--- src/design/cde_pkg.sv ---
`timescale 1ns / 1ps

package cde_pkg;

    localparam int DEPTH_DEFAULT = 16;
    localparam int DATA_W        = 32;
    localparam int CMD_W         = 3;
    localparam int STATUS_W      = 2;

    // command codes, codes above query also act as query
    localparam logic [CMD_W-1:0] CMD_PUSH_FRONT = 3'd0;
    localparam logic [CMD_W-1:0] CMD_PUSH_BACK  = 3'd1;
    localparam logic [CMD_W-1:0] CMD_POP_FRONT  = 3'd2;
    localparam logic [CMD_W-1:0] CMD_POP_BACK   = 3'd3;
    localparam logic [CMD_W-1:0] CMD_QUERY      = 3'd4;

    // status codes
    localparam logic [STATUS_W-1:0] ST_DONE       = 2'd0;
    localparam logic [STATUS_W-1:0] ST_PUSH_FULL  = 2'd1;
    localparam logic [STATUS_W-1:0] ST_POP_EMPTY  = 2'd2;

    // controller to datapath
    typedef struct packed {
        logic capture;
        logic exec;
        logic load;
    } t_dp_ctrl;

    // datapath to controller
    typedef struct packed {
        logic out_free;
    } t_dp_status;

endpackage

--- src/design/cde_intf.sv ---
`timescale 1ns / 1ps

interface cde_in_if;
    logic                                 valid;
    logic                                 ready;
    logic [cde_pkg::CMD_W-1:0]            cmd;
    logic signed [cde_pkg::DATA_W-1:0]    value;

    modport source (output valid, output cmd, output value, input ready);
    modport sink   (input valid, input cmd, input value, output ready);
endinterface

interface cde_out_if;
    logic                                 valid;
    logic                                 ready;
    logic [cde_pkg::STATUS_W-1:0]         status;
    logic signed [cde_pkg::DATA_W-1:0]    front_value;
    logic signed [cde_pkg::DATA_W-1:0]    rear_value;
    logic                                 is_empty;
    logic                                 is_full;

    modport source (output valid, output status, output front_value, output rear_value,
                    output is_empty, output is_full, input ready);
    modport sink   (input valid, input status, input front_value, input rear_value,
                    input is_empty, input is_full, output ready);
endinterface

--- src/design/cde_ctrl.sv ---
`timescale 1ns / 1ps

module cde_ctrl (
    input  logic                  i_clk,
    input  logic                  i_rst_n,
    input  logic                  i_in_valid,
    output logic                  o_in_ready,
    input  cde_pkg::t_dp_status   i_status,
    output cde_pkg::t_dp_ctrl     o_ctrl
);

    typedef enum logic [1:0] {
        S_IDLE,
        S_EXEC,
        S_READ,
        S_LOAD
    } t_state;

    t_state r_state;
    logic   r_in_ready;

    always_ff @(posedge i_clk) begin
        if (!i_rst_n) begin
            r_state    <= S_IDLE;
            r_in_ready <= 1'b0;
        end else begin
            unique case (r_state)
                S_IDLE: begin
                    // ready rises in the cycle after reset is released
                    if (!r_in_ready) begin
                        r_in_ready <= 1'b1;
                    end else if (i_in_valid) begin
                        r_state    <= S_EXEC;
                        r_in_ready <= 1'b0;
                    end
                end
                S_EXEC: begin
                    r_state <= S_READ;
                end
                S_READ: begin
                    r_state <= S_LOAD;
                end
                S_LOAD: begin
                    if (i_status.out_free) begin
                        r_state    <= S_IDLE;
                        r_in_ready <= 1'b1;
                    end
                end
                default: begin
                    r_state    <= S_IDLE;
                    r_in_ready <= 1'b0;
                end
            endcase
        end
    end

    assign o_in_ready     = r_in_ready;
    assign o_ctrl.capture = i_in_valid && r_in_ready;
    assign o_ctrl.exec    = (r_state == S_EXEC);
    assign o_ctrl.load    = (r_state == S_LOAD) && i_status.out_free;

endmodule

--- src/design/cde_dpath.sv ---
`timescale 1ns / 1ps

module cde_dpath #(
    parameter int DEPTH = cde_pkg::DEPTH_DEFAULT
) (
    input  logic                               i_clk,
    input  logic                               i_rst_n,
    input  cde_pkg::t_dp_ctrl                  i_ctrl,
    output cde_pkg::t_dp_status                o_status,
    input  logic [cde_pkg::CMD_W-1:0]          i_cmd,
    input  logic signed [cde_pkg::DATA_W-1:0]  i_value,
    output logic                               o_out_valid,
    input  logic                               i_out_ready,
    output logic [cde_pkg::STATUS_W-1:0]       o_status_code,
    output logic signed [cde_pkg::DATA_W-1:0]  o_front_value,
    output logic signed [cde_pkg::DATA_W-1:0]  o_rear_value,
    output logic                               o_is_empty,
    output logic                               o_is_full
);

    localparam int             IW   = $clog2(DEPTH);
    localparam logic [IW-1:0]  LAST = IW'(DEPTH - 1);

    function automatic logic [IW-1:0] idx_inc(input logic [IW-1:0] i);
        return (i == LAST) ? '0 : i + 1'b1;
    endfunction

    function automatic logic [IW-1:0] idx_dec(input logic [IW-1:0] i);
        return (i == '0) ? LAST : i - 1'b1;
    endfunction

    logic [cde_pkg::CMD_W-1:0]          r_cmd;
    logic signed [cde_pkg::DATA_W-1:0]  r_value;
    logic [IW-1:0]                      r_head, n_head;
    logic [IW-1:0]                      r_tail, n_tail;
    logic                               r_empty, n_empty;
    logic [cde_pkg::STATUS_W-1:0]       r_status, n_status;

    logic signed [cde_pkg::DATA_W-1:0]  r_mem [DEPTH];
    logic signed [cde_pkg::DATA_W-1:0]  r_rd_front;
    logic signed [cde_pkg::DATA_W-1:0]  r_rd_rear;
    logic                               w_we;
    logic [IW-1:0]                      w_waddr;
    logic                               w_full;

    logic                               r_out_valid;
    logic [cde_pkg::STATUS_W-1:0]       r_out_status;
    logic signed [cde_pkg::DATA_W-1:0]  r_out_front;
    logic signed [cde_pkg::DATA_W-1:0]  r_out_rear;
    logic                               r_out_empty;
    logic                               r_out_full;

    assign w_full = !r_empty && (idx_inc(r_tail) == r_head);

    // step the indices for the captured command
    always_comb begin
        n_head   = r_head;
        n_tail   = r_tail;
        n_empty  = r_empty;
        n_status = cde_pkg::ST_DONE;
        w_we     = 1'b0;
        w_waddr  = r_head;
        unique case (r_cmd)
            cde_pkg::CMD_PUSH_FRONT, cde_pkg::CMD_PUSH_BACK: begin
                if (w_full) begin
                    n_status = cde_pkg::ST_PUSH_FULL;
                end else if (r_empty) begin
                    n_head  = '0;
                    n_tail  = '0;
                    n_empty = 1'b0;
                    w_we    = 1'b1;
                    w_waddr = '0;
                end else if (r_cmd == cde_pkg::CMD_PUSH_FRONT) begin
                    n_head  = idx_dec(r_head);
                    w_we    = 1'b1;
                    w_waddr = idx_dec(r_head);
                end else begin
                    n_tail  = idx_inc(r_tail);
                    w_we    = 1'b1;
                    w_waddr = idx_inc(r_tail);
                end
            end
            cde_pkg::CMD_POP_FRONT, cde_pkg::CMD_POP_BACK: begin
                if (r_empty) begin
                    n_status = cde_pkg::ST_POP_EMPTY;
                end else if (r_head == r_tail) begin
                    n_head  = '0;
                    n_tail  = '0;
                    n_empty = 1'b1;
                end else if (r_cmd == cde_pkg::CMD_POP_FRONT) begin
                    n_head = idx_inc(r_head);
                end else begin
                    n_tail = idx_dec(r_tail);
                end
            end
            default: begin
            end
        endcase
    end

    always_ff @(posedge i_clk) begin
        if (!i_rst_n) begin
            r_head  <= '0;
            r_tail  <= '0;
            r_empty <= 1'b1;
        end else if (i_ctrl.exec) begin
            r_head  <= n_head;
            r_tail  <= n_tail;
            r_empty <= n_empty;
        end
    end

    always_ff @(posedge i_clk) begin
        if (i_ctrl.capture) begin
            r_cmd   <= i_cmd;
            r_value <= i_value;
        end
        if (i_ctrl.exec) begin
            r_status <= n_status;
        end
    end

    // ring memory, one write port and two registered read ports
    always_ff @(posedge i_clk) begin
        if (i_ctrl.exec && w_we) begin
            r_mem[w_waddr] <= r_value;
        end
        r_rd_front <= r_mem[r_head];
        r_rd_rear  <= r_mem[r_tail];
    end

    // result register
    always_ff @(posedge i_clk) begin
        if (!i_rst_n) begin
            r_out_valid <= 1'b0;
        end else if (i_ctrl.load) begin
            r_out_valid <= 1'b1;
        end else if (i_out_ready) begin
            r_out_valid <= 1'b0;
        end
    end

    always_ff @(posedge i_clk) begin
        if (i_ctrl.load) begin
            r_out_status <= r_status;
            r_out_front  <= r_empty ? '0 : r_rd_front;
            r_out_rear   <= r_empty ? '0 : r_rd_rear;
            r_out_empty  <= r_empty;
            r_out_full   <= w_full;
        end
    end

    assign o_status.out_free = !r_out_valid || i_out_ready;

    assign o_out_valid   = r_out_valid;
    assign o_status_code = r_out_status;
    assign o_front_value = r_out_front;
    assign o_rear_value  = r_out_rear;
    assign o_is_empty    = r_out_empty;
    assign o_is_full     = r_out_full;

endmodule

--- src/design/circular_deque_engine.sv ---
`timescale 1ns / 1ps
// latency: an accepted word passes the exec, read and load states; the result word
//   is valid once load finds the output free, so a stalled output delays it; a new
//   word is taken only after that load; exec writes the ring, read registers it
// reset: i_rst_n synchronous, active low; clears head, tail, empty flag and valids
// input ready is low during reset and rises in the cycle after reset is released
// the ring memory is not cleared, only entries already written ever reach the result

module circular_deque_engine #(
    parameter int DEPTH = cde_pkg::DEPTH_DEFAULT
) (
    input  logic          i_clk,
    input  logic          i_rst_n,
    cde_in_if.sink        i_in,
    cde_out_if.source     o_out
);

    // command and status between sequencer and datapath
    cde_pkg::t_dp_ctrl    w_ctrl;
    cde_pkg::t_dp_status  w_status;

    // sequencer: idle -> exec (index step and write) -> read -> load result
    // a new word is taken while the previous result still waits on the output
    cde_ctrl u_ctrl (
        .i_clk      (i_clk),
        .i_rst_n    (i_rst_n),
        .i_in_valid (i_in.valid),
        .o_in_ready (i_in.ready),
        .i_status   (w_status),
        .o_ctrl     (w_ctrl)
    );

    // datapath: head/tail indices, empty flag, ring memory and result register
    cde_dpath #(
        .DEPTH (DEPTH)
    ) u_dpath (
        .i_clk         (i_clk),
        .i_rst_n       (i_rst_n),
        .i_ctrl        (w_ctrl),
        .o_status      (w_status),
        .i_cmd         (i_in.cmd),
        .i_value       (i_in.value),
        .o_out_valid   (o_out.valid),
        .i_out_ready   (o_out.ready),
        .o_status_code (o_out.status),
        .o_front_value (o_out.front_value),
        .o_rear_value  (o_out.rear_value),
        .o_is_empty    (o_out.is_empty),
        .o_is_full     (o_out.is_full)
    );

endmodule

--- src/flat_wrapper.sv ---
// flat-port wrapper written by rule: the top's interface ports become plain ports
module circular_deque_engine_flat 
#(
    parameter int DEPTH = cde_pkg::DEPTH_DEFAULT
)
  (i_clk, i_rst_n, i_in_valid, i_in_cmd, i_in_value, i_in_ready, o_out_valid, o_out_status, o_out_front_value, o_out_rear_value, o_out_is_empty, o_out_is_full, o_out_ready);
  cde_in_if i_in_i ();
  cde_out_if o_out_i ();
  input  logic i_clk;
  input  logic i_rst_n;
  input wire logic [$bits(i_in_i.valid)-1:0] i_in_valid;
  input wire logic [$bits(i_in_i.cmd)-1:0] i_in_cmd;
  input wire logic [$bits(i_in_i.value)-1:0] i_in_value;
  output wire logic [$bits(i_in_i.ready)-1:0] i_in_ready;
  output wire logic [$bits(o_out_i.valid)-1:0] o_out_valid;
  output wire logic [$bits(o_out_i.status)-1:0] o_out_status;
  output wire logic [$bits(o_out_i.front_value)-1:0] o_out_front_value;
  output wire logic [$bits(o_out_i.rear_value)-1:0] o_out_rear_value;
  output wire logic [$bits(o_out_i.is_empty)-1:0] o_out_is_empty;
  output wire logic [$bits(o_out_i.is_full)-1:0] o_out_is_full;
  input wire logic [$bits(o_out_i.ready)-1:0] o_out_ready;
  assign i_in_i.valid = i_in_valid;
  assign i_in_i.cmd = i_in_cmd;
  assign i_in_i.value = i_in_value;
  assign i_in_ready = i_in_i.ready;
  assign o_out_valid = o_out_i.valid;
  assign o_out_status = o_out_i.status;
  assign o_out_front_value = o_out_i.front_value;
  assign o_out_rear_value = o_out_i.rear_value;
  assign o_out_is_empty = o_out_i.is_empty;
  assign o_out_is_full = o_out_i.is_full;
  assign o_out_i.ready = o_out_ready;
  circular_deque_engine #(.DEPTH(DEPTH)) u_core (.i_clk(i_clk), .i_rst_n(i_rst_n), .i_in(i_in_i), .o_out(o_out_i));
endmodule
--- config.mk ---
export PLATFORM = sky130hd
export DESIGN_NAME = circular_deque_engine_flat
export DESIGN_NICKNAME = d
export VERILOG_FILES = /design/src/design/cde_pkg.sv /design/src/design/cde_intf.sv /design/src/design/cde_ctrl.sv /design/src/design/cde_dpath.sv /design/src/design/circular_deque_engine.sv /design/src/flat_wrapper.sv
export SDC_FILE = /design/constraint.sdc
export NUM_CORES = 1
export LEC_CHECK = 0
export BUFFER_PORTS_ARGS = -buffer_cell sky130_fd_sc_hd__buf_2
export CORE_ASPECT_RATIO = 0.75
export CORE_MARGIN = 10
export CORE_UTILIZATION = 50
export CTS_BUF_LIST = sky130_fd_sc_hd__clkbuf_16
export DETAILED_ROUTE_END_ITERATION = 6
export PLACE_DENSITY_LB_ADDON = 0.15
export SYNTH_ARGS = -nofsm -noshare
export SYNTH_HDL_FRONTEND = slang
export SYNTH_HIERARCHICAL = 1
export SYNTH_SLANG_ARGS = --single-unit
--- constraint.sdc ---
create_clock -name i_clk -period 8.9 [get_ports i_clk]
set_input_delay 1.78 -clock i_clk [delete_from_list [all_inputs] [get_ports i_clk]]
set_output_delay 1.78 -clock i_clk [all_outputs]
set_load 0.02 [all_outputs]
# Word-level counts from Yosys, hierarchy flattened
# Memories as Yosys holds them, arrays and structs flattened. A register that Yosys moved wholly into a read port is not among the register bits.
# Cells that the tools add are included.
dict set report word_totals {
  output_inout_bits 70
  wordCells 102
  ram_bits 512
  mem_count 1
  register_bits 118
  in_bits 39
}
# name words word_bits read_ports rd_ports_with_merged_regs wr line_no
set mem_list {}
lappend mem_list {u_core.u_dpath.r_mem 16 32 2 2 1 cde_dpath.sv:39} ;# logic signed [cde_pkg::DATA_W-1:0] r_mem [DEPTH];
dict set report classes {
  n_reduce_logical 21
  muxes 43
  add_sub_neg 4
  eq_ne 19
}
# operator n
set ops {}
lappend ops {{$mux W4} 20}
lappend ops {{$pmux W4 S2} 2}
lappend ops {{$mux W1} 13}
lappend ops {{$ne A3 B3 Y1 const B} 4}
lappend ops {{$reduce_and A6 Y1} 2}
lappend ops {{$ne A2 B2 Y1 const B} 5}
lappend ops {{$add A4 B1 Y4 const B} 2}
lappend ops {{$eq A4 B4 Y1} 2}
lappend ops {{$eq A4 B4 Y1 const B} 2}
lappend ops {{$logic_not A4 Y1} 2}
lappend ops {{$mux W2} 4}
lappend ops {{$pmux W2 S4} 1}
lappend ops {{$sub A4 B1 Y4 const B} 2}
lappend ops {{$eq A3 B2 Y1 const B} 2}
lappend ops {{$reduce_and A3 Y1} 2}
lappend ops {{$reduce_bool A2 Y1} 3}
lappend ops {{$eq A2 B2 Y1 const B} 2}
lappend ops {{$logic_and A1 B1 Y1} 4}
lappend ops {{$pmux W1 S2} 2}
lappend ops {{$pmux W2 S2} 1}
lappend ops {{$reduce_or A2 Y1} 2}
lappend ops {{$eq A3 B1 Y1 const B} 1}
lappend ops {{$logic_not A3 Y1} 1}
lappend ops {{$eq A2 B1 Y1 const B} 1}
lappend ops {{4 further kinds} 5}

# Longest topological paths before layout
# Gate-level depths: netlist of run 1.
dict set report depth {
  depth_word 9
  ltp_mapped 11
  mapped_depth_nobuf 7
}

# Hierarchy
# Netlist of run 1, hierarchy kept.
# module seq_area_each_um2 n_inst area_per_inst_um2 cells_each
set modules_own_cells {}
lappend modules_own_cells {cde_dpath 20009.2 1 29089.1 1328}
lappend modules_own_cells {cde_ctrl 60.1 1 214.0 23}

# Least setup slack after synthesis of run 1
# Ideal clock, no wire load.
dict set report synth_path {
  path_kind {reg-to-reg}
  from {register u_core.u_dpath.r_tail[1]}
  to {memory u_core/u_dpath/r_mem[0][0] (netlist name), enable pin}
  path_slack_ns 4.995
  arrival_time_ns 3.484
  stages_incl_launch_ff 12
  synth_period_minus_slack_ns 3.905
  t_required_ns 8.479
  setup_ns 0.421
  n_path_buf 4
  path_cell_list {dfxtp_1 > buf_2 > buf_1 > inv_1 > ha_1 > clkbuf_1 > xnor2_1 > nand2b_1 > or3_1 > clkbuf_1 > o211ai_1 > nor2_1}
}
dict set report synth_via {
  elab_chain_cells 9
  word_cells_on_any_way 14
  cone_classes {add/sub (1); eq/ne (2); mux (9); reduce/logical (2)}
}
# element line_no
set synth_lines {}
lappend synth_lines {{start, declared} cde_dpath.sv:35} ;# logic [IW-1:0] r_tail, n_tail;
lappend synth_lines {{start signal, assigned} cde_dpath.sv:108} ;# r_tail <= n_tail;
lappend synth_lines {{$add A4 B1 Y4 or $eq A4 B4 Y1 (tied branches)} cde_dpath.sv:25} ;# return (i == LAST) ? '0 : i + 1'b1;
lappend synth_lines {{$mux W4 *} cde_dpath.sv:25}
lappend synth_lines {{$eq A4 B4 Y1} cde_dpath.sv:53} ;# assign w_full = !r_empty && (idx_inc(r_tail) == r_head);
lappend synth_lines {{$logic_and A1 B1 Y1} cde_dpath.sv:53}
lappend synth_lines {{$mux W1} cde_dpath.sv:65} ;# if (w_full) begin
lappend synth_lines {{$mux W1} cde_dpath.sv:63} ;# unique case (r_cmd)
lappend synth_lines {{$logic_and A1 B1 Y1} cde_dpath.sv:125} ;# if (i_ctrl.exec && w_we) begin
lappend synth_lines {{$mux W1} cde_dpath.sv:125}
lappend synth_lines {{$mux W1 (not written as such)} cde_dpath.sv:126} ;# r_mem[w_waddr] <= r_value;
lappend synth_lines {{end, declared} cde_dpath.sv:39}
# Every way passes the cells marked *; elsewhere a longest branch is shown, timed or not.

# Final worst setup path of run 1
dict set report layout_path {
  from {register u_core.u_dpath.r_tail[0]}
  to {memory u_core/u_dpath/r_mem[3][26] (netlist name), enable pin}
}
# Same word-level chain as after synthesis.

==> results of run 1 <==
## cell type report
type / count / area [sq um] / area share [%]
clock buffer: 70 / 1750 / 5.32
timing repair buffer: 136 / 763 / 2.32
sequential: 694 / 20100 / 61.0
inverter: 12 / 45.0 / 0.137
multi-input combinational: 549 / 8860 / 26.9
tap: 780 / 976 / 2.96
clock inverter: 57 / 440 / 1.34
## metal layers
| layer | track usage [%] | routed length (um) |
|---|---|---|
| met5 | 0 | 12 |
| met4 | 5.13 | 1340 |
| met3 | 4.66 | 5190 |
| met2 | 29.1 | 30800 |
| met1 | 28.8 | 29200 |
## path summary, 6_finish.rpt
| path | startpoint | end | slack (ps) |
|---|---|---|---|
| worst max-delay path | u_core/u_dpath/r_tail[0] | u_core/u_dpath/r_mem[3][26] | 4570 |
| worst min-delay path | u_core/u_dpath/r_status[0] | u_core/u_dpath/o_status_code[0] | 420 |
| worst max register to register | u_core/u_dpath/r_tail[0] | u_core/u_dpath/r_mem[3][26] | 4570 |
| worst min register to register | u_core/u_dpath/r_status[0] | u_core/u_dpath/o_status_code[0] | 420 |
## logic make-up (layout without fill, tap and decap cells)
logic type	after synthesis	after routing
xor gates and xnor gates	9	9
and+or+nand+nor	150	150
buffers and inverters	108	275
AOI/OAI and AO/OA	58	58
adders and majority gates	8	8
muxes	324	324
DFF	694	694
## critical path, delay by kind of cell, from the launching register on
family	cells	cell delay, ps
simple gates	4	1800
flops	1	680
compound gates	1	90
buf+inv	2	1100
xor+xnor	1	320
## registers in the layout, indices dropped and copies added, names as in the netlist, 3 cells and up
signal	cells
u_core/u_dpath/r_mem	512
u_core/u_dpath/o_front_value	32
u_core/u_dpath/o_rear_value	32
u_core/u_dpath/r_rd_front	32
u_core/u_dpath/r_rd_rear	32
u_core/u_dpath/r_value	32
u_core/u_dpath/r_head	4
u_core/u_dpath/r_tail	4
u_core/u_dpath/r_cmd	3
## power by group through the flow
stage / clock network (mW) / logic [mW] / registers [mW]
3_3_place_gp: 0 / 0.706 / 3.96
5_1_grt: 3.04 / 0.750 / 3.91
2_1_floorplan: 0 / 0.528 / 3.89
4_1_cts: 2.90 / 0.710 / 3.89
6_report: 2.84 / 0.701 / 3.89
3_5_place_dp: 0 / 0.707 / 3.96
## layout by cell type, fill, tap and decap left out, types with 3 or more instances in the layout
cell type / n
a21oi_1: 6
a31oi_1: 5
a32o_1: 3
buf_2: 108
buf_4: 27
bufinv_16: 6
clkbuf_16: 70
clkinv_1: 14
clkinv_2: 14
clkinvlp_4: 3
dfxtp_1: 68
dfxtp_4: 7
edfxtp_1: 617
ha_1: 8
inv_1: 23
inv_6: 7
mux2i_1: 4
mux4_2: 320
nand2_1: 18
nand2b_1: 8
nand3_1: 6
nor2_1: 8
nor2_4: 16
nor2b_1: 67
nor3_1: 4
nor3b_1: 5
o21ai_0: 5
o22ai_1: 10
o31a_1: 3
o31ai_1: 4
o32ai_1: 4
or3_1: 5
xnor2_1: 7
## through the flow
stage,util [%],cell area [sq um]
finish,57.1,32900
global route,57.1,32900
CTS,57.1,32900
detailed placement,53.3,30700
global placement,53.3,30700
floorplan,-,29300
==> results by group, run 1 <==
Timing
  – Setup TNS Final: 0 ps
  – FMAX: 231 MHz
  – Final setup viols: 0
  – Fin worst setup slack: 4570 ps
  – Final period util: 48.7%
  – Final Slew Violations: 0
  – WHS: 419 ps
  – Headroom to the max-slew limit: 24.0%
  – Clock skew: 19.5 ps
  – Final Hold Viols: 0
  – Slew @ Worst Pin: 1140 ps
  – RSZ-0062 raised after global routing: no
  – Period minus WS final: 4330 ps

Power
  – Total Power: 7.43 mW
  – Pwr dens: 226 mW/mm^2
  – Leak: 10.0 nW
  – Clock power share: 38.2%
  – VDD IR max: 0.172 mV
  – Psw: 1.73 mW
  – Pint: 5.70 mW
  – Sequential Power Share: 52.4%
  – Switching portion of total power: 23.3%
  – Comb pwr share: 9.4%

Drt
  – Antenna viol nets, final: 0
  – First DRT Iteration DRCs: 1640
  – Post-Route WL: 66500 um
  – 1st-pass router iterations: 7
  – DR DRC count: 1
  – Vias per cell: 6.28
  – Wire length per cell: 29.0 um
  – Vias after detailed routing: 14421

Min path
  – Hold WC Path Type: reg2reg
  – Hold path cells: 0

Global route
  – Gr usage total: 19.5%
  – Antenna violations before repair: 1
  – First-pass GRT wire length: 99900 um
  – Overflow after GRT: 0
  – Vias in the first global route: 14887
  – Largest net degree at the start of global routing: 107

Final layout
  – Layout cell share with drive strength beyond 1: 39.3%
  – Area Growth Syn to Fin: 12.4%
  – Fin cells: 2298
  – Inserted Diodes: 0
  – Fillers: 4280
  – NumNets Final: 1509

Synth
  – Syn_area_per_cell: 21.7 sq um
  – Main combinational cell family by area after synthesis: multiplexers
  – Seq/Total Area, Yosys: 68.5%
  – Commonest cells in the synthesized netlist: edfxtp_1 (617), mux4_2 (320), dfxtp_1 (77)
  – Async SR Flop Fraction: 0%
  – Syn Inst Count: 1351
  – Synth Cell Area: 0.0293 sq mm
  – Most numerous cell in the Yosys netlist: edfxtp_1
  – Compound-Gate Fraction of Synth Area: 1.56%
  – EDFF count, synth: 617
  – Share of the synthesized area in the top cell type: 63.2%
  – XOR/XNOR Fraction of Synth Area: 0.269%
  – Multiplexer share of the synthesized area: 24.7%
  – Synth area leader: edfxtp_1
  – Synth warn: 6
  – Syn Nets: 1398
  – Post-Synth Adder-Cell Area: 0.342%
  – Top cells by area, synth: edfxtp_1 (63%), mux4_2 (25%), dfxtp_1 (5.3%), nor2b_1 (1.4%), buf_2 (0.63%)
  – Main flop type after synthesis: edfxtp_1
  – Yosys cell types: 55
  – Post-synthesis simple-gate area fraction: 2.92%
  – Seq cells post-synth: 694

Setup path
  – Worst endpoint data arrival time: 4610 ps
  – Crit-path cells: buf_4 > and3_4 > o22ai_4 > xnor2_1 > or3_1 > nand3_1 > nor2_4 > buf_4
  – Max incr delay on CP: 830 ps
  – Path depth of the worst reg2reg path: 8
  – WS Path Type: reg2reg
  – Worst Path Max Fanout: 36
  – Critical path's slowest cell: nor2_4
  – CP Capture Type: flip-flop
  – Critical path required time: 9180 ps
  – CP startpoint kind: flip-flop
  – Most frequent CP cell: buf_4

Floorplan
  – DIE HEIGHT: 230 um
  – Die Width: 300 um
  – Core area: 0.0577 sq mm
  – # rows: 76
  – Die footprint: 0.0688 sq mm
  – Io pins: 109
  – Initial Util: 50.8%

Clock network
  – Setup Fix Bufs, Post-CTS: 0
  – Num CTS Buffers: 69
  – Worst skew pair latency: 620 ps
  – H-tree level count: 3
  – Count of hold-fix buffers inserted at cts: 0
  – CTS sink cnt: 694
  – CTS tree: done
  – Reg clk slew, reported paths: 60 ps
  – Number of gates resized after CTS: 0
  – Clock root buffer: clkbuf_16
  – Clock Path Buffers: 3

Flow run
  – Maxcap violations: 0

Run status
  – Failing checks: DRC
  – Status: complete, but fails checks

Placement
  – DP Wirelength: 38000 um
  – RD Place Congestion: 0.811
  – Pre-CTS WS: 4480 ps
  – Placed insts: 2171
  – Port Buf Inserts: 108
Power figures use the tool's default switching activity.
==> run 2, diff against run 1 <==
--- a/config.mk
+++ b/config.mk
@@ -5,6 +5,7 @@
 export SDC_FILE = /design/constraint.sdc
 export NUM_CORES = 1
 export LEC_CHECK = 0
+export ABC_AREA = 1
 export BUFFER_PORTS_ARGS = -buffer_cell sky130_fd_sc_hd__buf_2
 export CORE_ASPECT_RATIO = 0.75
 export CORE_MARGIN = 10
==> constraint.sdc (replaced) <==
create_clock -name i_clk -period 3.5 [get_ports i_clk]
set_input_delay 0.7 -clock i_clk [delete_from_list [all_inputs] [get_ports i_clk]]
set_output_delay 0.7 -clock i_clk [all_outputs]
set_load 0.02 [all_outputs]
==> run 2 against run 1 <==
  * Fmax grew 46%
  * Sequential cell count is the same
  * Die area grew 3.2%
  * Non-clock buffer count grew 38
  * Register-to-register slack lost 4000 ps
  * Combinational power grew to 8.0 times the previous value
  * Routed wire length grew 47%
  * Total power grew to 3.2 times the previous value
  * Via count grew 66%
  * Critical path type unchanged
  * The flow still finishes with violations (DRC)
  * Sequential power grew to 2.7 times the previous value
  * Hold slack lost 170 ps
==> results by group, run 2 <==
Run status
  – Status: complete, but fails checks
  – Failing checks: DRC

Clock network
  – Number of gates resized after CTS: 0 (unchanged)
  – Clock Path Buffers: 3 (unchanged)
  – Setup Fix Bufs, Post-CTS: 0 (unchanged)
  – H-tree level count: 3 (unchanged)
  – Num CTS Buffers: 69 (unchanged)
  – CTS tree: done
  – Reg clk slew, reported paths: 60 ps (about the same)
  – Clock root buffer: clkbuf_16
  – CTS sink cnt: 694 (unchanged)
  – Count of hold-fix buffers inserted at cts: 0 (unchanged)
  – Worst skew pair latency: 630 ps (about the same)

Power
  – Pwr dens: 692 mW/mm^2 (+210%)
  – Leak: 12.1 nW (+20%)
  – VDD IR max: 0.386 mV (+120%)
  – Total Power: 23.7 mW (+220%)

Synth
  – Synth Cell Area: 0.0303 sq mm (+3.5%)
  – Seq/Total Area, Yosys: 66.2% (-2.3 points)
  – Main flop type after synthesis: edfxtp_1
  – Most numerous cell in the Yosys netlist: nor2_1
  – Seq cells post-synth: 694 (unchanged)
  – EDFF count, synth: 617 (unchanged)
  – Top cells by area, synth: edfxtp_1 (61%), o21ai_0 (9.4%), nor2_1 (8.2%), dfxtp_1 (5.1%), o22ai_1 (3.8%)
  – Synth area leader: edfxtp_1
  – Syn Inst Count: 2836 (+110%)
  – Syn Nets: 2883 (+110%)
  – Syn_area_per_cell: 10.7 sq um (-51%)
  – Async SR Flop Fraction: 0% (unchanged)
  – Yosys cell types: 33 (-40%)
  – Synth warn: 6 (unchanged)
  – Share of the synthesized area in the top cell type: 61.1% (-2.1 points)
  – Commonest cells in the synthesized netlist: nor2_1 (661), edfxtp_1 (617), o21ai_0 (569)

Timing
  – RSZ-0062 raised after global routing: no
  – Headroom to the max-slew limit: 16.9% (-7.1 points)
  – Clock skew: 30.8 ps (+11.3 ps)
  – FMAX: 337 MHz (+46%)
  – Period minus WS final: 2970 ps (-1360 ps)
  – Final setup viols: 0 (unchanged)
  – Final Hold Viols: 0 (unchanged)
  – Final Slew Violations: 0 (unchanged)
  – Final period util: 84.9% (+36 points)
  – Slew @ Worst Pin: 1250 ps (+106 ps)

Floorplan
  – Io pins: 109 (unchanged)
  – Core area: 0.0602 sq mm (+4.3%)
  – DIE HEIGHT: 233 um (+1.6%)
  – # rows: 78 (+2.6%)
  – Die footprint: 0.0710 sq mm (+3.2%)
  – Die Width: 304 um (+1.6%)
  – Initial Util: 50.4% (-0.41 points)

Min path
  – Hold WC Path Type: in2reg
  – Hold path start: i_in_value[17]

Final layout
  – Layout cell share with drive strength beyond 1: 11.5% (-28 points)
  – Max FFs per register: 512 (unchanged)
  – NumNets Final: 2904 (+92%)
  – Fillers: 4871 (+14%)
  – Area Growth Syn to Fin: 12.8%
  – Fin cells: 3716 (+62%)
  – Biggest register: u_core/u_dpath/r_mem
  – Commonest non-fill, non-tap cell in the layout: nor2_1
  – Most frequent cells in the layout: nor2_1 (647), edfxtp_1 (617), o21ai_0 (569), o22ai_1 (185), inv_1 (121)

Setup path
  – Critical path required time: 3790 ps (-5390 ps)
  – Worst setup startpoint: u_core/u_dpath/r_tail[0]
  – CP Capture Type: flip-flop
  – CP startpoint kind: flip-flop
  – RR Startpoint: u_core/u_dpath/r_tail[0]
  – WS Path Type: reg2reg
  – Worst endpoint data arrival time: 3260 ps (-1350 ps)
  – Worst Path Max Fanout: 32 (-11%)

Drt
  – Antenna viol nets, final: 0 (unchanged)
  – Vias per cell: 6.45 (+2.8%)
  – Wire length per cell: 26.3 um (-9.1%)
  – First DRT Iteration DRCs: 4065 (+150%)
  – DR DRC count: 2 (+1)
  – Post-Route WL: 97800 um (+47%)
  – Vias after detailed routing: 23965 (+66%)
  – 1st-pass router iterations: 7 (unchanged)

Global route
  – Largest net degree at the start of global routing: 218 (+100%)
  – Antenna violations before repair: 2 (+1)
  – Vias in the first global route: 22481 (+51%)
  – Gr usage total: 26.7% (+7.2 points)
  – Overflow after GRT: 0 (unchanged)
  – First-pass GRT wire length: 144000 um (+45%)

Placement
  – Placed insts: 3586 (+65%)
  – RD Place Congestion: 0.906 (+12%)
  – Port Buf Inserts: 108 (unchanged)
  – DP Wirelength: 56800 um (+50%)

Flow run
  – Maxcap violations: 0 (unchanged)
run 2: cell count changes after synthesis, sizes merged, moves of 35 or more:
cell    change
nor2      +640
o21ai     +569
mux4      -320
o22ai     +174
clkbuf    +114
nand2     +107
inv       +105
o221ai     +91
nor2b      -68
nand3      +53
a21oi      +35
run 2: logic make-up after synthesis:
group	after synthesis	share of synthesized area, %
and+or+nand+nor	853	11.2
AOI/OAI and AO/OA	934	17.7
adders and majority gates	8	0.330
buffers and inverters	342	4.53
xor gates and xnor gates	5	0.144
DFF	694	66.2
run 2: through the flow:
stage | hold slack (ps) | TNS (ps) | area (sq um) | util [%] | setup slack (ps)
2_1_floorplan | 400 | -177120 | 30300 | - | -398
3_3_place_gp | 423 | 0 | 31900 | 53.0 | 592
3_5_place_dp | 408 | 0 | 31900 | 53.0 | 616
4_1_cts | 224 | 0 | 34200 | 56.8 | 590
5_1_grt | 233 | 0 | 34200 | 56.8 | 372
6_report | 253 | 0 | 34200 | 56.8 | 529
run 2: worst max-delay path, cell delays in order, from the launching register on:
cell	delay, ps
dfxtp_4	370
inv_6	210
ha_1	320
nand2_1	80
nand2_1	50
nor2_1	150
nand2_1	70
nor2_1	80
nand3_1	80
nand2_1	60
nand2_1	60
nand2_2	170
nand3_1	350
nor2_4	290
buf_12	270
run 2: area by class of cell:
class	count	area, sq um	area share (%)
clock buffers	74	1850	5.41
flip-flops and latches	694	20100	58.7
clock inverters	54	467	1.36
well taps	800	1000	2.93
multi-input cells	1800	8980	26.3
repair buffers	174	1350	3.94
inverters	118	457	1.33
diodes	2	5.00	0.0146
run 2: worst paths after layout:
kind                                                         to  slack, ps  depth (start not counted)
worst min register to register  u_core/u_dpath/o_status_code[1]        420                          0
worst min-delay path                 u_core/u_dpath/r_value[17]        250                          1
worst max-delay path               u_core/u_dpath/r_mem[14][27]        530                         14
worst max register to register     u_core/u_dpath/r_mem[14][27]        530                         14
run 2: power by group:
part | switching (mW) | internal [mW]
Combinational | 4.13 | 1.46
Clock | 3.18 | 4.42
Sequential | 0.599 | 9.91
run 2: routing by layer:
layer / track usage, % / vias to the layer above / routed length, um
met5: 0 / - / 0
met4: 6.33 / 0 / 2020
met3: 10.1 / 174 / 15700
met2: 37.6 / 1815 / 40200
met1: 38.5 / 11626 / 39800
li1: - / 10350 / -
